===== config.mk =====
export PLATFORM = sky130hd
export DESIGN_NAME = ppe_ram
export DESIGN_NICKNAME = d
export VERILOG_FILES = /design/src/rtl/ppe_ram.sv
export SDC_FILE = /design/constraint.sdc
export NUM_CORES = 1
export LEC_CHECK = 0
export BUFFER_PORTS_ARGS = -buffer_cell sky130_fd_sc_hd__buf_4
export CAP_MARGIN = 25
export CELL_PAD_IN_SITES_DETAIL_PLACEMENT = 2
export CELL_PAD_IN_SITES_GLOBAL_PLACEMENT = 2
export CORE_AREA = 3 3 198 200
export DETAILED_ROUTE_END_ITERATION = 6
export DIE_AREA = 0 0 201 203
export GPL_ROUTABILITY_DRIVEN = 0
export PLACE_DENSITY = 0.85
export RECOVER_POWER = 25
export SLEW_MARGIN = 20
export SYNTH_ARGS = -nofsm -noshare
export SYNTH_HDL_FRONTEND = slang
export SYNTH_SLANG_ARGS = --single-unit

===== constraint.sdc =====
create_clock -name clk -period 3.08 [get_ports clk]
set_clock_uncertainty 0.1 [all_clocks]
set_input_delay 0.308 -clock clk [delete_from_list [all_inputs] [get_ports clk]]
set_output_delay 0.308 -clock clk [all_outputs]
set_load 0.1 [all_outputs]

===== src/rtl/ppe_ram.sv =====
module ppe_ram #(
  parameter int Width = 8,
  parameter int Depth = 64,
  parameter int AddrW = (Depth > 1) ? $clog2(Depth) : 1
) (
  input  logic             clk,
  input  logic             we,
  input  logic [AddrW-1:0] waddr,
  input  logic [Width-1:0] wdata,
  input  logic [AddrW-1:0] raddr,
  output logic [Width-1:0] rdata
);

  logic [Width-1:0] mem [Depth];

  always_ff @(posedge clk) begin
    if (we) begin
      mem[waddr] <= wdata;
    end
    rdata <= mem[raddr];
  end

endmodule


[Word level (Yosys, flattened, before mapping)]
Memory sizes are Yosys's and may differ from the RTL's. A register that Yosys moved wholly into a read port is not among the register bits.
Index checks and enable logic that the tools add are counted.
Storage, ports and cells
  output and inout port bits: 8
  input port bits: 22
  word-level logic and storage cells: 3
  bits in writable memories: 512
  memories: 1
  bits in registers: 0
Memories
  mem: words 64, bits a word 8, rd ports 1, clocked after Yosys merged registers in 1, wr ports 1, line 14  | logic [Width-1:0] mem [Depth];
Cells by class
  mux-type cells: 2
Operators by type and width (number)
  two-way mux 1 bit: 2

[Longest topological paths before layout]
Gate-level depths: netlist (run 1).
  depth after elaboration: 2
  mapped depth: 9

[Worst setup path after synthesis (run 1)]
Ideal clock, no wire load.
  path kind: input port to flip-flop
  start point: input port raddr[1]
  end point: register rdata[3], read port of mem
  data required time: 2852 ps
  arrival: 1848 ps
  setup time: 128 ps
  path slack: 1004 ps
  stages on the path: 7
  cells stage by stage: buf_4 -> buf_2 -> buf_2 -> mux4_2 -> mux4_2 -> o21ai_1 -> o41ai_1
RTL lines
  start: declaration: line 10  | input logic [AddrW-1:0] raddr,
  end: declaration: line 11  | output logic [Width-1:0] rdata

==> impl_metrics.json, run 1 <==
{
  "synth_fa_ha_area_share_pct": 0,
  "start_util_pct": 53.7,
  "final_core_util_pct": 61.6,
  "die_h_um": 203,
  "grt_pass1_wl_um": 97200,
  "slew_violations": 520,
  "clk_pin_slew_ns": 0.07,
  "cp-start-kind": "flip-flop",
  "failed_checks": "max-capacitance violations, max-slew violations",
  "syn_nets": 962,
  "drv_cap": 8,
  "areaGrowthSynthToFinish_pct": 14.8,
  "synth_warnings": 0,
  "htreeDepth": 2,
  "power_density_nw_per_um2": 668,
  "fmax_mhz": 411,
  "pwr-share-seq_pct": 51.0,
  "intPower_uw": 11900,
  "syn_inst": 940,
  "clockPowerShare_pct": 42.9,
  "synth_xor_area_share_pct": 0,
  "relSlewSlack_pct": -12.2,
  "peakVddDrop_mv": 0.457,
  "cp_data_required_time_ns": 3.42,
  "core_area_um2": 37600,
  "p_sw_share_pct": 22.9,
  "setup_tns_ns": 0,
  "r2r_cells": 5,
  "grt.met1_usage_pct": 46.2,
  "reg2reg_slack_ns": 0.64,
  "hold_depth": 2,
  "period_share_pct": 79.1,
  "leakage_uw": 0.00743,
  "netlist_area_um2": 20200,
  "crit_fanout": 1,
  "r2r-start": "mem[2][5]",
  "drcViolationCount": 0,
  "routed_via_density": 6.89,
  "p_sw_uw": 3550,
  "dieWidth_um": 201,
  "worstSetupEndpointType": "flip-flop",
  "placed_cell_area_um2": 21500,
  "finalNetCount": 1085,
  "hold_start": "raddr[5]",
  "dp_hpwl_um": 38700,
  "post_cts_buffers": 0,
  "ctsResizeCount": 0,
  "synth_edf_count": 512,
  "hold_violations": 0,
  "ys_types": 40,
  "synth_top_family_by_area": "multiplexers",
  "ys.flop_type": "edfxtp_1",
  "std_cell_rows": 71,
  "grt_busiest_layer": "met2",
  "rsz0062_at_grt": "no",
  "cts_hold_buf": 0,
  "layout-drive-gt1-share_pct": 30.4,
  "drt_pre_antenna_iters": 5,
  "cts-root-buf": "clkbuf_16",
  "combPwrFrac_pct": 6.1,
  "antenna_found_initial": 2,
  "synthMuxAreaShare_pct": 15.9,
  "syn_avg_cell_area_um2": 21.5,
  "cp.arrival_ns": 2.78,
  "clk_latency_ns": 0.61,
  "vias": 11126,
  "grtUsageMet2_pct": 56.6,
  "ios": 30,
  "antenna_left": 0,
  "hold_end": "rdata[3]",
  "grt_use_total_pct": 34.2,
  "grt_pass1_vias": 11709,
  "cts_max_path_buffers": 3,
  "p_total_uw": 15500,
  "wl_per_cell_um": 42.3,
  "cts_buffers": 52,
  "period_minus_slack_ns": 2.44,
  "outcome": "finished, violations left",
  "diodes": 0,
  "yosysTopAreaCellShare_pct": 76.2,
  "synth_area_leaders": "edfxtp_1 (76%), mux4_2 (14%), nor2_1 (1.5%)",
  "drtIter0Drc": 1605,
  "die-area_um2": 40800,
  "clkSinkCount": 520,
  "setup_violations": 0,
  "final_common_cell": "edfxtp_1",
  "worstMarginPinSlew_ns": 1.68,
  "yosys.area_share.simple_pct": 3.39,
  "drt-total-wl_um": 68400,
  "synth_top_area_cell": "edfxtp_1",
  "synthArstFlopShare_pct": 0,
  "overflow": 0,
  "hold_class": "primary input to flip-flop",
  "fin_area_um2": 23100,
  "seq_area_frac_synth_pct": 77.0,
  "mostFrequentLayoutCells": "edfxtp_1 (512), mux4_2 (126), buf_4 (106)",
  "worstReg2RegEnd": "rdata[5]",
  "synth-seq-cells": 520,
  "cts_tree": "done",
  "criticalPathCategory": "flip-flop to flip-flop",
  "port-buffer-count": 29,
  "synth_compound_area_share_pct": 2.07,
  "globalRouteMet3Util_pct": 6.06,
  "grt_max_degree": 65
}
## registers in the layout, indices dropped and copies added (netlist names)
register	flops
mem	512
rdata	8
## cell usage after synthesis, drive strengths merged, types with 2 or more instances
master and count:
a2111oi 2, a211oi 4, a21oi 3, a221oi 6, a22oi 3, buf 34, clkbuf 17, dfxtp 8
edfxtp 512, mux2 13, mux2i 23, mux4 126, nand2 19, nand2b 7, nand3 13, nand3b 3
nand4 2, nor2 83, nor2b 14, nor3 7, nor4 2, o2111ai 3, o21a 2, o21ai 4
o221a 2, o221ai 8, o22ai 8, o2bb2ai 3, o32ai 2, o41ai 2
## area by class of cell
cell class | instances | area (um^2)
sequential | 520 | 15500
fill | 2901 | 14400
multi-input combinational | 369 | 4320
clock buffer | 72 | 1450
timing repair buffer | 120 | 950
tap | 511 | 639
clock inverter | 23 | 260
## critical path, stage by stage (launching register included)
cell and delay (ns):
edfxtp_1 0.43, mux4_2 0.53, nor2b_1 0.19, a2111oi_0 0.69, buf_4 0.23, o41ai_1 0.11
## cells by family after synthesis
kind of cell	after synthesis
compound gates	54
simple gates	153
mux	162
flops	520
buf+inv	51
## power groups by stage
stage	combinational (uW)	sequential, uW	clock (uW)
after CTS	933	7870	6680
after floorplan	417	8100	0
after detailed placement	899	8020	0
after global placement	828	8010	0
after global routing	974	7880	6910
final	941	7890	6640
## per-stage QoR
stage	hold WS, ns	setup WS, ns	std cells
detailed placement	0.616	0.138	1520
global placement	0.577	0.363	1520
finish	0.0403	0.644	1615
global route	0.0458	0.587	1615
CTS	0.00144	0.695	1615
floorplan	0.307	1.00	940
## routing by layer
layer	vias up	wire length, um	part of all wire [%]
met5	-	11	0.016
met4	2	2940	4.3
met3	158	6370	9.3
met2	811	33800	49
met1	5994	25300	37
li1	4161	-	-
## how the worst max path moves through the flow
stage	from	endpoint	slack, ns
3_3_place_gp	raddr[0]	rdata[2]	0.36
2_1_floorplan	raddr[1]	rdata[3]	1.00
5_1_grt	raddr[0]	rdata[7]	0.59
6_report	mem[2][5]	rdata[5]	0.64
3_5_place_dp	raddr[0]	rdata[5]	0.14
4_1_cts	raddr[0]	rdata[7]	0.70
Power figures use the tool's default switching activity.
==> run 2: changes to the inputs <==
- CORE_AREA: 3 3 198 200 -> 3 3 216 218
- DIE_AREA: 0 0 201 203 -> 0 0 219 221
- PLACE_DENSITY: 0.85 -> 0.76
- clock period: 3.08 -> 2.2 ns (I/O delays scaled with it)
==> run 2 against run 1 <==
  * Highest routed layer is now met4
  * Critical path depth is 1 higher
  * The run still ends with max-capacitance violations, max-slew violations left
  * Fmax is 14% higher
  * Design area is 2.7% higher
  * Sequential power is 39% higher
  * Combinational power is 48% higher
  * Sequential share of layout area is 1.8 points lower
  * Setup slack worse by 0.58 ns
  * Die area is 19% higher
  * Non-clock buffer count is 48 higher
==> impl_metrics.json, run 2 (same netlist as run 1, synthesis figures left out) <==
{
  "drv_cap": 4,
  "cp_data_required_time_ns": 2.58,
  "r2r-start": "mem[17][4]",
  "cpPeakStageDelay_ns": 0.50,
  "failed_checks": "max-capacitance violations, max-slew violations",
  "relSlewSlack_pct": -6.50,
  "power_density_nw_per_um2": 905,
  "antenna_left": 0,
  "grt_pass1_vias": 11740,
  "hold_class": "primary input to flip-flop",
  "die_h_um": 221,
  "intPower_uw": 16600,
  "grt_pass1_wl_um": 91800,
  "final_core_util_pct": 52.7,
  "final_common_cell": "edfxtp_1",
  "p_sw_share_pct": 22.9,
  "cp.arrival_ns": 2.52,
  "worstSetupEndpointType": "flip-flop",
  "critPathTopFamily": "multiplexers",
  "setup_violations": 0,
  "period_share_pct": 97.2,
  "vias": 10814,
  "dieWidth_um": 219,
  "final_cells": 1754,
  "p_sw_uw": 4920,
  "drt_pre_antenna_iters": 5,
  "criticalPathCategory": "flip-flop to flip-flop",
  "post_cts_buffers": 0,
  "htreeDepth": 2,
  "core_area_um2": 45100,
  "pwr-share-seq_pct": 51.2,
  "fin_area_um2": 23800,
  "routed_via_density": 6.17,
  "drtIter0Drc": 1430,
  "grt_max_degree": 65,
  "die-area_um2": 48400,
  "worst-path-buf-inv": 1,
  "fmax_mhz": 468,
  "cts_buffers": 53,
  "start_util_pct": 44.7,
  "clk_pin_slew_ns": 0.07,
  "diodes": 0,
  "leakage_uw": 0.00772,
  "cp-startpoint": "mem[17][4]",
  "fillCellCount": 3851,
  "largest_reg_flops": 512,
  "std_cell_rows": 78,
  "slew_violations": 195,
  "finalNetCount": 1134,
  "drt-total-wl_um": 63300,
  "hold_violations": 0,
  "areaGrowthSynthToFinish_pct": 17.9,
  "rsz0062_at_grt": "no",
  "antenna_found_initial": 1,
  "cp-start-kind": "flip-flop",
  "grt_use_total_pct": 26.8,
  "wl_per_cell_um": 36.1,
  "combPwrFrac_pct": 6.4,
  "layout-drive-gt1-share_pct": 33.6,
  "clkSinkCount": 520,
  "period_minus_slack_ns": 2.14,
  "crit_fanout": 1,
  "crit_chain": "mux4_2, mux2_2, o221a_2, nor3_4, buf_4, o32ai_1",
  "mostFrequentLayoutCells": "edfxtp_1 (512), buf_4 (142), mux4_2 (126)",
  "p_total_uw": 21500,
  "crit_slowest_cell": "mux4_2",
  "overflow": 0,
  "regMostFlops": "mem",
  "cts_max_path_buffers": 3,
  "worstMarginPinSlew_ns": 1.60,
  "hold_start": "waddr[1]",
  "outcome": "finished, violations left",
  "dp_hpwl_um": 37300,
  "hold_slack_ns": 0.0941,
  "drcViolationCount": 0,
  "port-buffer-count": 29,
  "ios": 30,
  "peakVddDrop_mv": 0.546,
  "reg_top3": "mem x512, rdata x8",
  "dp_cells": 1656,
  "clk_latency_ns": 0.62,
  "placed_cell_area_um2": 22100,
  "clockPowerShare_pct": 42.4,
  "cts-root-buf": "clkbuf_16",
  "cts_tree": "done"
}
-- run 2: cell types whose count changed in the layout (fill, tap and decap cells not counted), sizes merged --
cell / previous run / this run
clkbuf: 81 / 82
clkinv: 16 / 17
clkinvlp: 1 / 2
inv: 0 / 1
buf: 111 / 159
dlygate4sd3: 0 / 1
bufinv: 6 / 3
-- run 2: per-layer routing --
| layer | wire (um) | up-vias | GRT usage [%] |
|---|---|---|---|
| li1 | - | 4270 | - |
| met3 | 5050 | 107 | 5.36 |
| met5 | 0 | - | 0 |
| met4 | 1880 | 0 | 8.11 |
| met1 | 25000 | 5869 | 37.4 |
| met2 | 31400 | 568 | 43.1 |
-- run 2: timing repair --
action	4_1_cts	5_1_grt
hold buffers	1	0
resized for setup	2	1
pin swaps	1	0
endpoints found under the setup margin	1	1
endpoints found under the hold margin	8	0
-- run 2: area by class of cell --
class / instances / area [um^2] / share of cell area (%)
well taps: 600 / 751 / 3.16
clock buffers: 74 / 1510 / 6.34
multi-input cells: 369 / 4330 / 18.2
repair buffers: 168 / 1470 / 6.16
clock inverters: 23 / 191 / 0.805
flip-flops and latches: 520 / 15500 / 65.3
-- run 2: through the flow --
step	setup WS (ns)	setup TNS [ns]
6_report	0.0626	0
5_1_grt	0.0209	0
4_1_cts	0.0290	0
3_5_place_dp	-0.352	-1.46
3_3_place_gp	-0.272	-0.982
2_1_floorplan	0.212	0
-- run 2: path summary, 6_finish.rpt --
check | end | slack (ns) | depth (start not counted)
setup / recovery | rdata[4] | 0.06 | 6
hold / removal | mem[48][7] | 0.09 | 3
setup reg to reg | rdata[4] | 0.06 | 6
hold reg to reg | rdata[4] | 0.85 | 3
-- run 2: worst reg2reg max path: stages (launching register included) --
cell,delay [ns]
edfxtp_1,0.45
mux4_2,0.50
mux2_2,0.28
o221a_2,0.31
nor3_4,0.15
buf_4,0.13
o32ai_1,0.09
-- run 2: power groups by stage --
stage / Sequential, uW / Combinational, uW / Clock, uW
detailed placement: 11200 / 1350 / 0
CTS: 11000 / 1400 / 9270
global placement: 11200 / 1270 / 0
global route: 11000 / 1450 / 9610
floorplan: 11300 / 584 / 0
finish: 11000 / 1390 / 9120
