$ cat src/rtl/ppe_pkg.sv
package ppe_pkg;

  localparam int MaxParticles = 64;
  localparam logic [23:0] AgeReset = 24'd65536;

  localparam logic [1:0] ACT_SPAWN = 2'd0;
  localparam logic [1:0] ACT_TICK  = 2'd1;
  localparam logic [1:0] ACT_CLEAR = 2'd2;
  localparam logic [1:0] ACT_DRAW  = 2'd3;

  localparam logic [2:0] REG_ACTIVE_SLOTS = 3'd0;
  localparam logic [2:0] REG_GRAVITY_Y    = 3'd1;
  localparam logic [2:0] REG_PALETTE_0    = 3'd2;
  localparam logic [2:0] REG_PALETTE_3    = 3'd5;

  typedef struct packed {
    logic [1:0]         action;
    logic signed [23:0] pos_x;
    logic signed [23:0] pos_y;
    logic signed [23:0] vel_x;
    logic signed [23:0] vel_y;
    logic [23:0]        life;
    logic [7:0]         size;
    logic [7:0]         palette_index;
    logic [15:0]        step_time;
  } in_item_t;

  typedef struct packed {
    logic signed [15:0] rect_left;
    logic signed [15:0] rect_top;
    logic signed [15:0] rect_right;
    logic signed [15:0] rect_bottom;
    logic [31:0]        fill_color;
    logic               last;
  } out_item_t;

  typedef enum logic [3:0] {
    ST_IDLE,
    ST_CLEAR,
    ST_GDT,
    ST_READ,
    ST_WAIT,
    ST_VY,
    ST_PX,
    ST_PY,
    ST_WRITE,
    ST_DRAW,
    ST_EMIT,
    ST_FLUSH
  } state_t;

  typedef struct packed {
    logic signed [23:0] a;
    logic [15:0]        dt;
  } mul_req_t;

endpackage

$ cat src/rtl/ppe_scale.sv
module ppe_scale (
  input  logic              clk,
  input  ppe_pkg::mul_req_t req,
  output logic signed [23:0] scaled
);

  logic signed [40:0] prod;
  logic signed [40:0] prod_q;
  logic signed [40:0] adj;

  assign prod = 41'(req.a) * $signed({25'd0, req.dt});

  // Floor division by 65536 is an arithmetic shift.
  assign adj = prod_q >>> 16;

  always_ff @(posedge clk) begin
    prod_q <= prod;
    scaled <= 24'(adj);
  end

endmodule

$ cat config.mk
export PLATFORM = sky130hd
export DESIGN_NAME = ppe_scale
export DESIGN_NICKNAME = d
export VERILOG_FILES = /design/src/rtl/ppe_pkg.sv /design/src/rtl/ppe_scale.sv
export SDC_FILE = /design/constraint.sdc
export NUM_CORES = 1
export LEC_CHECK = 0
export CORE_MARGIN = 4
export CORE_UTILIZATION = 40
export DETAILED_ROUTE_END_ITERATION = 8
export DONT_BUFFER_PORTS = 1
export MAX_ROUTING_LAYER = met4
export PLACE_DENSITY = 0.58
export SLEW_MARGIN = 10
export SYNTH_ARGS = -nofsm -noshare
export SYNTH_HDL_FRONTEND = slang
export SYNTH_SLANG_ARGS = --single-unit
$ cat constraint.sdc
create_clock -name clk -period 9.5 [get_ports clk]
set_input_delay 2.85 -clock clk [delete_from_list [all_inputs] [get_ports clk]]
set_output_delay 2.85 -clock clk [all_outputs]
set_load 0.02 [all_outputs]
# Word-level counts from Yosys, hierarchy flattened
# Index checks and enable logic that the tools add are counted.
# word_totals
output_inout_bits	24
regBits	64
inputBits	41
wordCells	3
# classes
n_mul	1
# ops
operator	n
multiplier 24 x 17 -> 40 bit	1

# Depth between registers and ports, before layout
# Gate-level depths: netlist of the first run.
# depth
ltp_word	1
ltp_mapped	24
depth_no_buf	23

# Worst setup path after synthesis of the first run
# Ideal clock, no wire load.
# synth_path
path_kind	input -> register
start	in req[27] in the netlist's numbering
end	reg prod_q[37]
path_slack_ns	1.196
t_required_ns	9.380
setup_ns	0.120
path_stages	20
path_buffers	1
t_arrival_ns	8.184
path_cell_list	clkbuf_1 nand2_1 fa_1 fa_1 fa_1 inv_1 fa_1 fa_1 inv_1 fa_1 inv_1 ha_1 a21oi_1 o21ai_0 a2111o_1 o211a_4 a21o_2 o211ai_1 a21boi_0 o31a_1
# synth_via
elab_chain_cells	1
# synth_rtl
item	line_no	rtl
start, declared	ppe_scale.sv:3	input ppe_pkg::mul_req_t req,
multiplier 24 x 17 -> 40 bit	ppe_scale.sv:11	assign prod = 41'(req.a) * $signed({25'd0, req.dt});
net prod[37]	ppe_scale.sv:7	logic signed [40:0] prod;
end signal, assigned	ppe_scale.sv:17	prod_q <= prod;
end, declared	ppe_scale.sv:8	logic signed [40:0] prod_q;
# The timed path passes the listed nets, and every way through them passes these cells.

# Final worst setup path of the first run
# layout_path
start	in req[2] in the netlist's numbering
end	reg prod_q[38]
# The elaborated chain is that of the path after synthesis.

==> summary.txt, run 1 <==
Place
  – # port buffers: 0
  – Hpwl dp: 27.7 mm
  – Gpl congestion: ~0.84

Logic synthesis
  – Register area share after synthesis: under 10%
  – Synthesized area per cell: ~9 sq um
  – Asr flop ratio synth: 0%
  – Number of flops mapped to enable cells by yosys: 0
  – Synth area leader: fa_1
  – Top FF cell, synth: dfxtp_1
  – YS warnings: 0
  – Synth top area cells: fa_1 52%, inv_1 11%, ha_1 8.4%, dfxtp_1 6.7%, nand2_1 6.6%
  – Syn Nets: 2,046
  – Count leader, synth: inv_1
  – Mapped Cells: 1,539
  – Area share of the largest cell type after synthesis: a little over 50%
  – Synth cell types: 49
  – Synthesized flop and latch total: 48
  – Synth top cells by count: 430 x inv_1, 370 x fa_1, 250 x nand2_1, 146 x and2_1, 96 x ha_1
  – Post-Syn Area: 0.0143 sq mm

Clock tree
  – Num CTS Buffers: 5
  – Deepest clock path buffer count: 2
  – Reg clk slew, reported paths: roughly 70 ps
  – CTS root buffer: clkbuf_16
  – CTS tree: done
  – Clk_lat worst skew: 320 ps
  – Hold buffers post-CTS: 0
  – Sink Count: 48
  – Setup bufs post-CTS: 0
  – Post-CTS Resized: 0
  – H-tree depth: 2

Floorplan
  – Core ar.: between 0.03 and 0.04 sq mm
  – Die ar.: about 0.039 sq mm
  – I/O pins: between 60 and 70
  – Die Span Y: roughly 200 microns
  – Rows: 68
  – Starting Density: 40.9%
  – Die width: between 150 and 200 microns

Timing
  – Worst Max-Slew Pin Slew: between 600 and 700 ps
  – Hold Fails Final Rpt: 0
  – Fin crit period: between 8000 and 9000 ps
  – TNS Setup: 0 ps
  – RSZ-0062 raised after global routing: false
  – Clk_skew: between 10 and 15 ps
  – Final setup viols: 0
  – Maximum clock frequency: 0.119 GHz
  – Relative slew slack: between 50 and 60%
  – Period Utilization, post-route: between 80% and 90%
  – Max-slew violations: 0

GRT
  – Initial antenna violation count: 2
  – Total GRT Usage: between 15 and 20%
  – Met2 global-route usage: roughly a third
  – Met1 GRT Util: a little under a quarter
  – M3 GR Usage: 3.45%
  – Number of global-route vias before repair: approximately 11,000
  – Largest net degree at the start of global routing: 25
  – First-pass GRT wire length: ~57 mm
  – Total gr overflow: 0
  – GR peak layer: met2

Layout
  – P&R area growth vs syn: 3.88%
  – Multi-input logic area: around 0.011 sq mm
  – ANT cells: 0
  – Final nets: between 1,500 and 2,000
  – Share of layout cells above drive strength 1: less than 1%
  – FF/Latch Area: around 960 sq um
  – Layout fillers: 3,524

Worst hold path
  – Worst hold path class: flop to flop
  – Cell count of the worst hold path: 0
  – Hold Path End: scaled[4]
  – Hold_sp: prod_q[20]

Detailed routing
  – Drt via density: 4.94
  – Post-route ant nets: 0
  – DRT iter0 DRCs: about 470
  – Vias: 9,618
  – # DRC: 0
  – Drt first pass iters: 5
  – Post-DR wirelength/cell: around 17 microns
  – Post-Route WL: approximately 34 mm

Critical path
  – FF-to-FF Start: prod_q[39]
  – Critical path's slowest cell: fa_1
  – Setup crit end kind: flop
  – Worst EP required: 9700 ps
  – CP peak stage delay: about 760 ps
  – WP data arrival: 8610 ps
  – R2R setup slack: roughly 9000 ps
  – CP Launch Type: input port
  – CP cell instances: nand2_1 > fa_1 > fa_1 > inv_1 > fa_1 > fa_1 > fa_1 > inv_1 > fa_1 > inv_1 > ha_1 > a21oi_1 > nor2b_1 > o21ai_0 > nand2b_1 > a211oi_1 > or3b_1 > nand3b_1 > xor2_1
  – Worst reg2reg path depth: 0
  – Worst R2R End: scaled[23]
  – Largest fanout on the critical path: 24
  – CP dominant cell by count: fa_1
  – Critical path class: input port to flop

Run status
  – Status: completed

Run
  – Max Cap Viol: 0
registers in the layout, indices dropped and copies added (netlist names):
signal,flops
prod_q,24
scaled,24
worst max-delay path by stage:
stage | to | start | cells after the start
floorplan | prod_q[37] | req[27] | 20
global placement | prod_q[38] | req[39] | 19
finish | prod_q[38] | req[2] | 19
CTS | prod_q[38] | req[2] | 19
detailed placement | prod_q[38] | req[2] | 19
global route | prod_q[38] | req[2] | 19
final cells by class:
| cell class | instances | share of cell area [%] |
|---|---|---|
| multi-input cells | 1005 | 77.5 |
| inverters | 430 | 10.9 |
| flip-flops and latches | 48 | 6.49 |
| well taps | 455 | 3.84 |
| clock buffers | 5 | 0.845 |
| clock inverters | 3 | 0.465 |
routing by layer:
layer	routed length, microns	share of wire [%]
met4	904	2.7
met3	2130	6.3
met5	0	0
met1	13200	39
met2	17300	51
worst max-delay path, delay by kind of cell:
kind | cells | cell delay, ps
simple gates | 5 | 720
compound gates | 3 | 880
xor+xnor | 1 | 160
fa+ha+maj | 7 | 3590
buf+inv | 3 | 390
placed cells by master, fill, tap and decap left out, types with 2 or more instances in the layout:
master and count:
a211oi_1 5, a21boi_0 2, a21o_1 6, a21oi_1 18
and2_1 146, and3_1 4, bufinv_16 2, clkbuf_16 5
dfxtp_1 48, fa_1 370, ha_1 96, inv_1 430
nand2_1 250, nand2b_1 3, nand4_1 3, nor2_1 8
nor2b_1 4, nor3_1 7, o211ai_1 4, o21a_1 3
o21ai_0 14, o21bai_1 5, or4b_1 2, xnor2_1 18
xor2_1 12
logic make-up after synthesis:
| group | synth area share, % |
|---|---|
| AO/OA/AOI/OAI | 3.61 |
| XOR/XNOR | 1.84 |
| buffers and inverters | 12.8 |
| flip-flops | 6.74 |
| AND/OR/NAND/NOR | 14.6 |
| adder cells (fa/ha/maj) | 60.4 |
per-stage QoR:
| stage | area [sq um] | hold WS (ps) | utilization, % | instances | setup WS, ps |
|---|---|---|---|---|---|
| after CTS | 14800 | 334 | 42.4 | 1946 | 1140 |
| final | 14800 | 330 | 42.4 | 1946 | 1090 |
| after floorplan | 14300 | 310 | - | 1539 | 1200 |
| after detailed placement | 14600 | 315 | 41.9 | 1938 | 842 |
| after global routing | 14800 | 339 | 42.4 | 1946 | 861 |
| after global placement | 14600 | 313 | 41.9 | 1938 | 740 |
Power of run 1 is left out: the tool's default activity adds up to more than one toggle a clock period on the data nets, which glitch-free logic cannot reach.
==> run 2: changes to the inputs <==
--- a/config.mk
+++ b/config.mk
@@ -9,6 +9,7 @@
 export CORE_UTILIZATION = 40
 export DETAILED_ROUTE_END_ITERATION = 8
 export DONT_BUFFER_PORTS = 1
+export GPL_TIMING_DRIVEN = 0
 export MAX_ROUTING_LAYER = met4
 export PLACE_DENSITY = 0.58
 export SLEW_MARGIN = 10
==> constraint.sdc (replaced) <==
create_clock -name clk -period 9.3 [get_ports clk]
set_input_delay 2.79 -clock clk [delete_from_list [all_inputs] [get_ports clk]]
set_output_delay 2.79 -clock clk [all_outputs]
set_load 0.02 [all_outputs]
==> run 2 against run 1 <==
Register-to-register slack worse by 150 ps; critical path depth is 1 higher; hold slack worse by 12 ps; via count is 3.3% higher; non-clock buffer count is 56 higher; routed wire length is 14% higher; first-iteration DRC count is 30% higher; critical path type unchanged; critical endpoint is now prod_q[29]; highest routed layer unchanged.
==> summary.txt, run 2 (synthesized netlist as in run 1, its figures left out) <==
Place
  – Hpwl dp: 32.6 mm
  – # port buffers: 0
  – Placed instance count: 1,994
  – Gpl congestion: between 0.9 and 1

Critical path
  – WP data arrival: around 9100 ps
  – CP Launch Type: input port
  – Worst reg2reg path depth: 0
  – Crit path from: req[8]
  – CP Capture Point: prod_q[29]
  – Critical path class: input port to flop
  – CP peak stage delay: roughly 570 ps
  – FF-to-FF Start: prod_q[30]
  – Critical path's slowest cell: fa_1
  – Largest fanout on the critical path: 10
  – R2R setup slack: between 8000 and 9000 ps
  – Worst R2R End: scaled[14]
  – CP dominant cell by count: fa_1
  – CP cell instances: clkbuf_1 > nand2_1 > fa_1 > inv_1 > fa_1 > inv_1 > fa_1 > inv_1 > fa_1 > fa_1 > fa_1 > ha_1 > o21a_1 > o211ai_1 > a211oi_2 > o211a_4 > o21ai_0 > a21boi_0 > nor4_1 > a211o_1
  – Setup crit end kind: flop
  – Worst EP required: approximately 9500 ps

Run
  – Max Cap Viol: 0

GRT
  – Total GRT Usage: 21.6%
  – Number of global-route vias before repair: approximately 11,000
  – Total gr overflow: 0
  – Initial antenna violation count: 2
  – First-pass GRT wire length: 61.8 mm
  – Largest net degree at the start of global routing: 17

Floorplan
  – Die Span Y: just under 200 microns
  – Rows: just under 70
  – I/O pins: 65
  – Core ar.: about 0.035 sq mm
  – Starting Density: ~41%
  – Die width: just under 200 microns
  – Die ar.: slightly below 0.04 sq mm

Layout
  – P&R area growth vs syn: 5.36%
  – Layout Cells excl Fill: ~2,000
  – Most frequent cells in the layout: 430 x inv_1, 370 x fa_1, 250 x nand2_1
  – Share of layout cells above drive strength 1: less than 1%
  – Final nets: 2,053
  – Post-layout util: 43.1%
  – Commonest non-fill, non-tap cell in the layout: inv_1
  – ANT cells: 0
  – Top flop regs: prod_q: 24 flops, scaled: 24 flops

Timing
  – Max-slew violations: 0
  – Hold Fails Final Rpt: 0
  – Relative slew slack: about two fifths
  – Final setup viols: 0
  – Maximum clock frequency: roughly 0.11 GHz
  – Period Utilization, post-route: 95.7%
  – Fin crit period: 8900 ps
  – Worst Max-Slew Pin Slew: ~890 ps
  – Clk_skew: around 14 ps
  – RSZ-0062 raised after global routing: false

Detailed routing
  – Post-route ant nets: 0
  – Vias: about 9,900
  – DRT iter0 DRCs: between 600 and 700
  – Drt first pass iters: 5
  – Post-Route WL: approximately 38 mm
  – Drt via density: about 5
  – # DRC: 0
  – Post-DR wirelength/cell: ~19 microns

Worst hold path
  – Worst hold path class: flop to flop

Clock tree
  – Sink Count: 48
  – H-tree depth: 2
  – Post-CTS Resized: 0
  – Hold buffers post-CTS: 0
  – Deepest clock path buffer count: 2
  – Reg clk slew, reported paths: around 80 ps
  – Clk_lat worst skew: about 330 ps
  – Num CTS Buffers: 5
  – CTS tree: done
  – Setup bufs post-CTS: 0
  – CTS root buffer: clkbuf_16

Run status
  – Status: completed
[run 2: changes by cell type in the layout (fill, tap and decap cells not counted), sizes merged]
| cell | change |
|---|---|
| clkbuf | +56 |
[run 2: how the worst min path moves through the flow]
stage,start,endpoint,cells past startpoint
detailed placement,prod_q[19],scaled[3],0
floorplan,prod_q[16],scaled[0],0
global placement,prod_q[18],scaled[2],0
global route,prod_q[22],scaled[6],0
finish,prod_q[38],scaled[22],0
CTS,prod_q[38],scaled[22],0
[run 2: layout make-up]
type	count	area, sq um
inverter	430	1610
multi-input combinational	1005	11500
clock buffer	5	125
buffer	56	211
clock inverter	3	68.8
fill	3527	19900
tap	455	569
sequential	48	961
[run 2: critical path: cells and delay by family]
kind | cells | cell delay, ps
AOI/OAI and AO/OA | 7 | 1920
and+or+nand+nor | 2 | 290
buffers and inverters | 4 | 690
adders and majority gates | 7 | 3400
[run 2: metal layers]
layer / wire length, microns / vias to the layer above / global-route usage, %
li1: - / 4399 / -
met1: 15600 / 5095 / 28.0
met2: 18000 / 389 / 34.4
met3: 3380 / 56 / 5.20
met4: 1160 / 0 / 5.98
met5: 0 / - / -
[run 2: per-stage QoR]
stage          instance area, sq um  worst slack [ps]  TNS (ps)  hold WS [ps]
2_1_floorplan                 14300              1060         0           310
3_3_place_gp                  14800             -16.7     -16.7           314
3_5_place_dp                  14800              61.7         0           312
4_1_cts                       15000               370         0           321
5_1_grt                       15000               116         0           334
6_report                      15000               404         0           318
Power of run 2 is left out for the same reason.
